**src/dfa_word_recognizer_defines.svh**
```systemverilog
// ----------------------------------------------------------------------------
// DFA word recognizer assertion macros
// Concurrent assertion wrappers, compiled out for synthesis.
// ----------------------------------------------------------------------------
`ifndef DFA_WORD_RECOGNIZER_DEFINES_SVH
`define DFA_WORD_RECOGNIZER_DEFINES_SVH

`ifndef SYNTHESIS
`define DFA_ASSERT(lbl, clk, rstn, prop) \
    lbl: assert property (@(posedge clk) disable iff (!rstn) (prop)) \
        else $error("dfa assertion failed");
`define DFA_ASSERT_NEXT(lbl, clk, rstn, ante, cons) \
    `DFA_ASSERT(lbl, clk, rstn, (ante) |=> (cons))
`else
`define DFA_ASSERT(lbl, clk, rstn, prop)
`define DFA_ASSERT_NEXT(lbl, clk, rstn, ante, cons)
`endif

`endif

```
**src/dfa_pkg.sv**
```systemverilog
// ----------------------------------------------------------------------------
// DFA package
// Field widths, operation and register codes, controller/datapath bundles.
// ----------------------------------------------------------------------------
package dfa_pkg;

    localparam int DEF_MAX_STATES  = 64;
    localparam int DEF_MAX_SYMBOLS = 16;

    localparam int FUNC_W        = 3;
    localparam int SYMBOL_W      = 8;
    localparam int STATE_FIELD_W = 6;
    localparam int SLOT_W        = 4;
    localparam int CFG_INDEX_W   = 2;
    localparam int CFG_DATA_W    = 7;
    localparam int SC_W          = 7;
    localparam int AS_W          = 5;
    localparam int SS_W          = 6;

    localparam logic [FUNC_W-1:0] FN_LOAD_SYM  = 3'd0;
    localparam logic [FUNC_W-1:0] FN_CLEAR     = 3'd1;
    localparam logic [FUNC_W-1:0] FN_SET_TRANS = 3'd2;
    localparam logic [FUNC_W-1:0] FN_SET_FINAL = 3'd3;
    localparam logic [FUNC_W-1:0] FN_WORD_CHAR = 3'd4;
    localparam logic [FUNC_W-1:0] FN_END_WORD  = 3'd5;

    localparam logic [CFG_INDEX_W-1:0] CFG_STATE_COUNT = 2'd0;
    localparam logic [CFG_INDEX_W-1:0] CFG_ALPHA_SIZE  = 2'd1;
    localparam logic [CFG_INDEX_W-1:0] CFG_START_STATE = 2'd2;

    typedef struct packed {
        logic capture;
        logic exec_commit;
        logic step_commit;
        logic sweep_write;
        logic sweep_adv;
        logic sweep_finish;
    } dfa_cmd_t;

    typedef struct packed {
        logic is_clear;
        logic is_step;
        logic sweep_last;
        logic out_free;
    } dfa_sts_t;

endpackage

```
**src/dfa_ctrl.sv**
```systemverilog
// ----------------------------------------------------------------------------
// DFA controller
// Sequences capture, execute, table step and clearing sweep.
// ----------------------------------------------------------------------------
`include "dfa_word_recognizer_defines.svh"

module dfa_ctrl (
    input  logic              clk,
    input  logic              rst_n,
    input  logic              in_valid,
    output logic              in_ready,
    input  dfa_pkg::dfa_sts_t sts,
    output dfa_pkg::dfa_cmd_t cmd
);
    import dfa_pkg::*;

    localparam logic [1:0] ST_SWEEP = 2'd0;
    localparam logic [1:0] ST_IDLE  = 2'd1;
    localparam logic [1:0] ST_EXEC  = 2'd2;
    localparam logic [1:0] ST_STEP  = 2'd3;

    logic [1:0] state_reg;
    logic [1:0] state_next;
    logic       reply_reg;
    logic       reply_next;
    logic [2:0] commits;

    always_ff @(posedge clk or negedge rst_n)
    begin
        if (!rst_n)
        begin
            state_reg <= ST_SWEEP;
            reply_reg <= 1'b0;
        end
        else
        begin
            state_reg <= state_next;
            reply_reg <= reply_next;
        end
    end

    always_comb
    begin
        state_next = state_reg;
        reply_next = reply_reg;
        cmd        = '0;
        in_ready   = 1'b0;
        case (state_reg)
            ST_SWEEP:
            begin
                cmd.sweep_write = 1'b1;
                if (!sts.sweep_last)
                begin
                    cmd.sweep_adv = 1'b1;
                end
                else if (!reply_reg || sts.out_free)
                begin
                    cmd.sweep_adv    = 1'b1;
                    cmd.sweep_finish = reply_reg;
                    reply_next       = 1'b0;
                    state_next       = ST_IDLE;
                end
            end
            ST_IDLE:
            begin
                in_ready = 1'b1;
                if (in_valid)
                begin
                    cmd.capture = 1'b1;
                    state_next  = ST_EXEC;
                end
            end
            ST_EXEC:
            begin
                if (sts.is_clear)
                begin
                    reply_next = 1'b1;
                    state_next = ST_SWEEP;
                end
                else if (sts.is_step)
                begin
                    state_next = ST_STEP;
                end
                else if (sts.out_free)
                begin
                    cmd.exec_commit = 1'b1;
                    state_next      = ST_IDLE;
                end
            end
            ST_STEP:
            begin
                if (sts.out_free)
                begin
                    cmd.step_commit = 1'b1;
                    state_next      = ST_IDLE;
                end
            end
            default:
            begin
                state_next = ST_SWEEP;
            end
        endcase
    end

    assign commits = {cmd.exec_commit, cmd.step_commit, cmd.sweep_finish};

    `DFA_ASSERT(a_commit_one, clk, rst_n, $onehot0(commits))
    `DFA_ASSERT(a_commit_room, clk, rst_n, !(|commits) || sts.out_free)
    `DFA_ASSERT_NEXT(a_capture_exec, clk, rst_n, cmd.capture, state_reg == ST_EXEC)

endmodule

```
**config.mk**
```make
export PLATFORM = sky130hd
export DESIGN_NAME = dfa_ctrl
export DESIGN_NICKNAME = d
export VERILOG_FILES = /design/src/dfa_pkg.sv /design/src/dfa_ctrl.sv
export VERILOG_INCLUDE_DIRS = /design/src /design/src/src
export SDC_FILE = /design/constraint.sdc
export NUM_CORES = 1
export LEC_CHECK = 0
export BUFFER_PORTS_ARGS = -buffer_cell sky130_fd_sc_hd__buf_4
export CAP_MARGIN = 20
export CORE_AREA = 10 10 47 49
export CTS_CLUSTER_DIAMETER = 60
export CTS_CLUSTER_SIZE = 12
export DETAILED_ROUTE_END_ITERATION = 12
export DIE_AREA = 0 0 57 59
export MAX_ROUTING_LAYER = met4
export SYNTH_ARGS = -nofsm -noshare
export SYNTH_HDL_FRONTEND = slang
export SYNTH_SLANG_ARGS = --single-unit
export TNS_END_PERCENT = 5
```
**constraint.sdc**
```tcl
create_clock -name clk -period 1.65 [get_ports clk]
set_input_delay 0.2475 -clock clk [delete_from_list [all_inputs] [get_ports clk]]
set_output_delay 0.2475 -clock clk [all_outputs]
set_load 0.1 [all_outputs]
```
== Word level (Yosys, flattened, before mapping) ==
Index checks and enable logic that the tools add are counted.

* Register bits after elaboration: 3
* Bits of input ports: 7
* Word-level logic and storage cells: 38

* Equal/unequal tests: 7
* Mux-type cells: 23
* Reduce and logical (&&, ||, !) cells: 6

{| class="wikitable"
|+ Operator list
! kind !! number
|-
| two-way mux 2 bit || 7
|-
| two-way mux 1 bit || 13
|-
| inequality test 2 bit, second input constant || 4
|-
| one-hot mux 2 bit (4 select lines) || 1
|-
| == test 2 bit, second input constant || 2
|-
| AND reduction 4 bit || 1
|-
| two-way mux 3 bit || 1
|-
| AND reduction 3 bit || 1
|-
| == test 2 x 1 -> 1 bit, second input constant || 1
|-
| zero test 2 bit || 1
|-
| one-hot mux 1 bit (2 select lines) || 1
|-
| nonzero test 2 bit || 1
|-
| zero test 1 bit || 1
|-
| logical OR 1 bit || 1
|}

== Longest topological paths before layout ==
* Word-level depth: 5
* Mapped depth: 3
* Gate-level depth less buffers: 3

== Worst setup path before layout ==
Ideal clock, no wire load.

* Path kind: register -> output
* Start point: reg state_reg[0]
* End point: out cmd[0] (netlist name)
* Arrival time: 2.236 ns
* Path slack: -0.834 ns
* Cell stages (with the launch flop): 3
* Buffers on the path: 0
* Cell sequence: dfrtp_1 > nor2_2 > and4_1

{| class="wikitable"
|+ RTL lines
! what !! line !! text
|-
| start: declaration || dfa_ctrl.sv:22 || <nowiki>logic [1:0] state_reg;</nowiki>
|-
| start signal: assignment || dfa_ctrl.sv:37 || <nowiki>state_reg <= state_next;</nowiki>
|-
| end: declaration || dfa_ctrl.sv:13 || <nowiki>output dfa_pkg::dfa_cmd_t cmd</nowiki>
|}

==> metrics.md <==
| Metric | Value |
|---|---|
| First-pass GRT wire length | `1120 µm` |
| Post-Synth Adder-Cell Area | `0` |
| Number of H-tree branching levels | `1` |
| Minimum setup slack after placement | `0.254 ns` |
| Clk sink count | `3` |
| Sum of net half-perimeters after detailed placement | `562 µm` |
| Multiplexer fraction of the synthesized cell area | `0` |
| Count of endpoints failing hold in the final timing report | `0` |
| Cell type of the slowest stage on the worst timing path | `dfrtp_1` |
| Total nets after synthesis | `35` |
| Arrival time of the worst setup path | `1.32 ns` |
| Violation count after the first detailed-routing iteration | `4` |
| EDFF count, synth | `0` |
| Post-synthesis cell area | `218 µm²` |
| Setup clock skew after layout | `0.00136 ns` |
| Unrepaired setup endpoints after global routing | `false` |
| R2r startpoint | `state_reg[1]` |
| Cell-by-cell listing of the critical path | `and2b_1, and4_1, buf_6` |
| Slowest cell delay on critical path | `0.46 ns` |
| Top cell type by total area after synthesis | `dfrtp_1` |
| Overflow left after global routing | `0` |
| Post-route design area | `390 µm²` |
| FFs w/ async S/R, synth | `1.00` |
| Final hold slack | `0.294 ns` |
| Diode insertion count for antenna repair | `0` |
| Length in cells of the worst reg-to-reg path | `2` |
| Number of antenna violations at the first check in global routing | `0` |
| Peak Freq | `0.639 GHz` |
| Worst-case register-to-register setup slack | `0.67 ns` |
| CTS tree | `built` |
| Floorplan Core Area | `0.00140 mm²` |
| Worst Hold Endpoint | `state_reg[0]` |
| Number of I/O pins | `14` |
| Worst Slack Setup Final | `0.0862 ns` |
| Count of pins over their slew limit | `0` |
| Max Root-Sink Buffers | `2` |
| Hold path depth | `3` |
| Clock root buffer | `clkbuf_4` |
| Leading cell types by count after synthesis | `3 x dfrtp_1, 3 x inv_1, 3 x nand2_1` |
| Width of the die | `57 µm` |
| Number of input and output port buffers inserted | `13` |
| Number of vias in the routed layout | `268` |
| Total CTS buffers | `3` |
| Fraction of layout instances using a drive strength above 1 | `0.478` |
| Combinational family with the most area after synthesis | `simple AND/OR/NAND/NOR gates` |
| Post-layout net count | `54` |
| Number of global-route vias before repair | `267` |
| Area added between synthesis and finish | `79.3%` |
| Portion of synthesized cell area occupied by the leading cell type | `0.345` |
| Number of DRC violations after detailed routing | `0` |
| Share of the synthesized netlist area taken by xor and xnor gates | `0` |
| Share of synthesized area occupied by flip-flops and latches | `0.345` |
| Relative slew slack | `0.814` |
| Synth top area cells | `dfrtp_1 34%, and4_1 8.0%, nand2b_1 5.7%` |
| Initial cell density of the core | `0.155` |
| Destination of the worst register-to-register timing path | `state_reg[1]` |
| Sum Neg Setup Slack | `0 ns` |
| Req. time, crit path | `1.40 ns` |
| Sum of routed wire length over all layers | `697 µm` |
| Wire length per cell | `11.2 µm` |
| Class of the most critical hold timing path | `primary input to flop` |
| Cell family contributing the most delay on the critical path | `flip-flops` |
| Number of nets with antenna violations after detailed routing | `0` |
| Die boundary height | `59 µm` |
| Top_reg_cell synth | `dfrtp_1` |
| Global-route usage over all layers | `0.0463` |
| Number of flip-flops in the largest register | `2` |
| Max-cap violations | `0` |
| Endpoint kind of the worst setup timing path | `output port` |
| Number of setup violations in the final report | `0` |
| Vias per std cell | `4.32` |
| Outcome | `complete, no violations` |
| Total placed instance area | `345 µm²` |
| Category of the worst setup path launch point | `flop` |
| Post-route fraction of the period consumed by the critical path | `0.948` |
| Die area | `0.00336 mm²` |
| Maximum number of pins on one net before global-route repair | `10` |
| Buf+Inv Stages, Crit Path | `1` |
| Area fraction in compound gates after synthesis | `0.190` |
| Tightest Pin Transition | `0.282 ns` |
| TritonRoute pass-1 iters | `4` |
| Post-CTS Repair Setup Buffers | `0` |
| Distinct cell type count of the synthesized netlist | `17` |
| Count of warnings emitted by yosys | `0` |
| Synthesized instance count | `28` |
| Post-route minimum period | `1.56 ns` |
| Type of the worst setup path | `flop to output port` |
| Num rows | `14` |
| CTS clk-pin slew, worst paths | `0.04 ns` |
| Final weighted congestion in routability-driven placement | `0.782` |
| Post-Synth Simple-Gate Area | `0.414` |
| Hold path start | `sts[1]` |
| Skew-Pair Late Insertion Delay | `0.23 ns` |
| Synthesized area per cell | `7.78 µm²` |
| Worst Path Max Fanout | `6` |
| #FFs+latches synth | `3` |
==> how the worst max path moves through the flow <==
stage / startpoint / endpoint / slack, ns / depth (start not counted)
floorplan: state_reg[0] / cmd[0] / -0.25 / 2
global placement: state_reg[0] / cmd[0] / 0.25 / 3
detailed placement: state_reg[0] / cmd[0] / 0.25 / 3
CTS: state_reg[1] / cmd[4] / 0.04 / 3
global route: state_reg[1] / cmd[4] / 0.01 / 3
finish: state_reg[1] / cmd[4] / 0.09 / 3
==> worst reg2reg max path, stage by stage (launching register included) <==
cell     delay [ns]
dfrtp_1        0.44
and2b_1        0.21
a22o_1         0.20
==> stage by stage <==
stage,std cells,util
global placement,57,0.246
CTS,62,0.275
floorplan,28,-
finish,62,0.279
detailed placement,57,0.246
global route,62,0.279
==> cell usage in the layout (no fill, tap or decap) <==
| cell type | instances |
|---|---|
| inv_1 | 3 |
| nand2_1 | 3 |
| clkbuf_4 | 3 |
| and4_1 | 1 |
| nand2b_1 | 2 |
| and4_2 | 1 |
| buf_4 | 11 |
| nor2_4 | 1 |
| clkbuf_1 | 1 |
| nand3b_1 | 1 |
| and3_2 | 1 |
| nand3_1 | 2 |
| o21ai_0 | 2 |
| dlygate4sd3_1 | 1 |
| buf_6 | 2 |
| a21oi_1 | 1 |
| dfrtp_2 | 1 |
| o21ai_1 | 2 |
| and2b_1 | 1 |
| dfrtp_1 | 2 |
| a22o_1 | 1 |
| and3_1 | 1 |
| nor2_2 | 1 |
| o21a_2 | 1 |
==> cell type report <==
class | count | area (µm²)
Fill cell | 163 | 1010
Inverter | 3 | 11.3
Timing Repair Buffer | 14 | 115
Sequential cell | 3 | 76.3
Multi-Input combinational cell | 22 | 141
Tap cell | 16 | 20.0
Clock buffer | 4 | 26.3
==> metal layers <==
metal / track usage / part of all wire / vias to the layer above
met2: 0.0481 / 0.41 / 12
met3: 0.0172 / 0.065 / 0
met1: 0.0560 / 0.53 / 119
met4: 0.0604 / 0 / 0
li1: - / - / 137
met5: - / 0 / -
==> what timing repair did <==
action                                  CTS  global route
hold buffers                              1             0
endpoints found under the setup margin    1             2
gates resized for setup                   1             2
hold endpoints to repair                  3             0
==> logic make-up after synthesis <==
kind of cell           Yosys count
AO/OA/AOI/OAI                    7
buffers and inverters            3
AND/OR/NAND/NOR                 15
flip-flops                       3
Power is not shown: default switching activity piles up to over one toggle a cycle in this logic, so the estimate is an artifact.
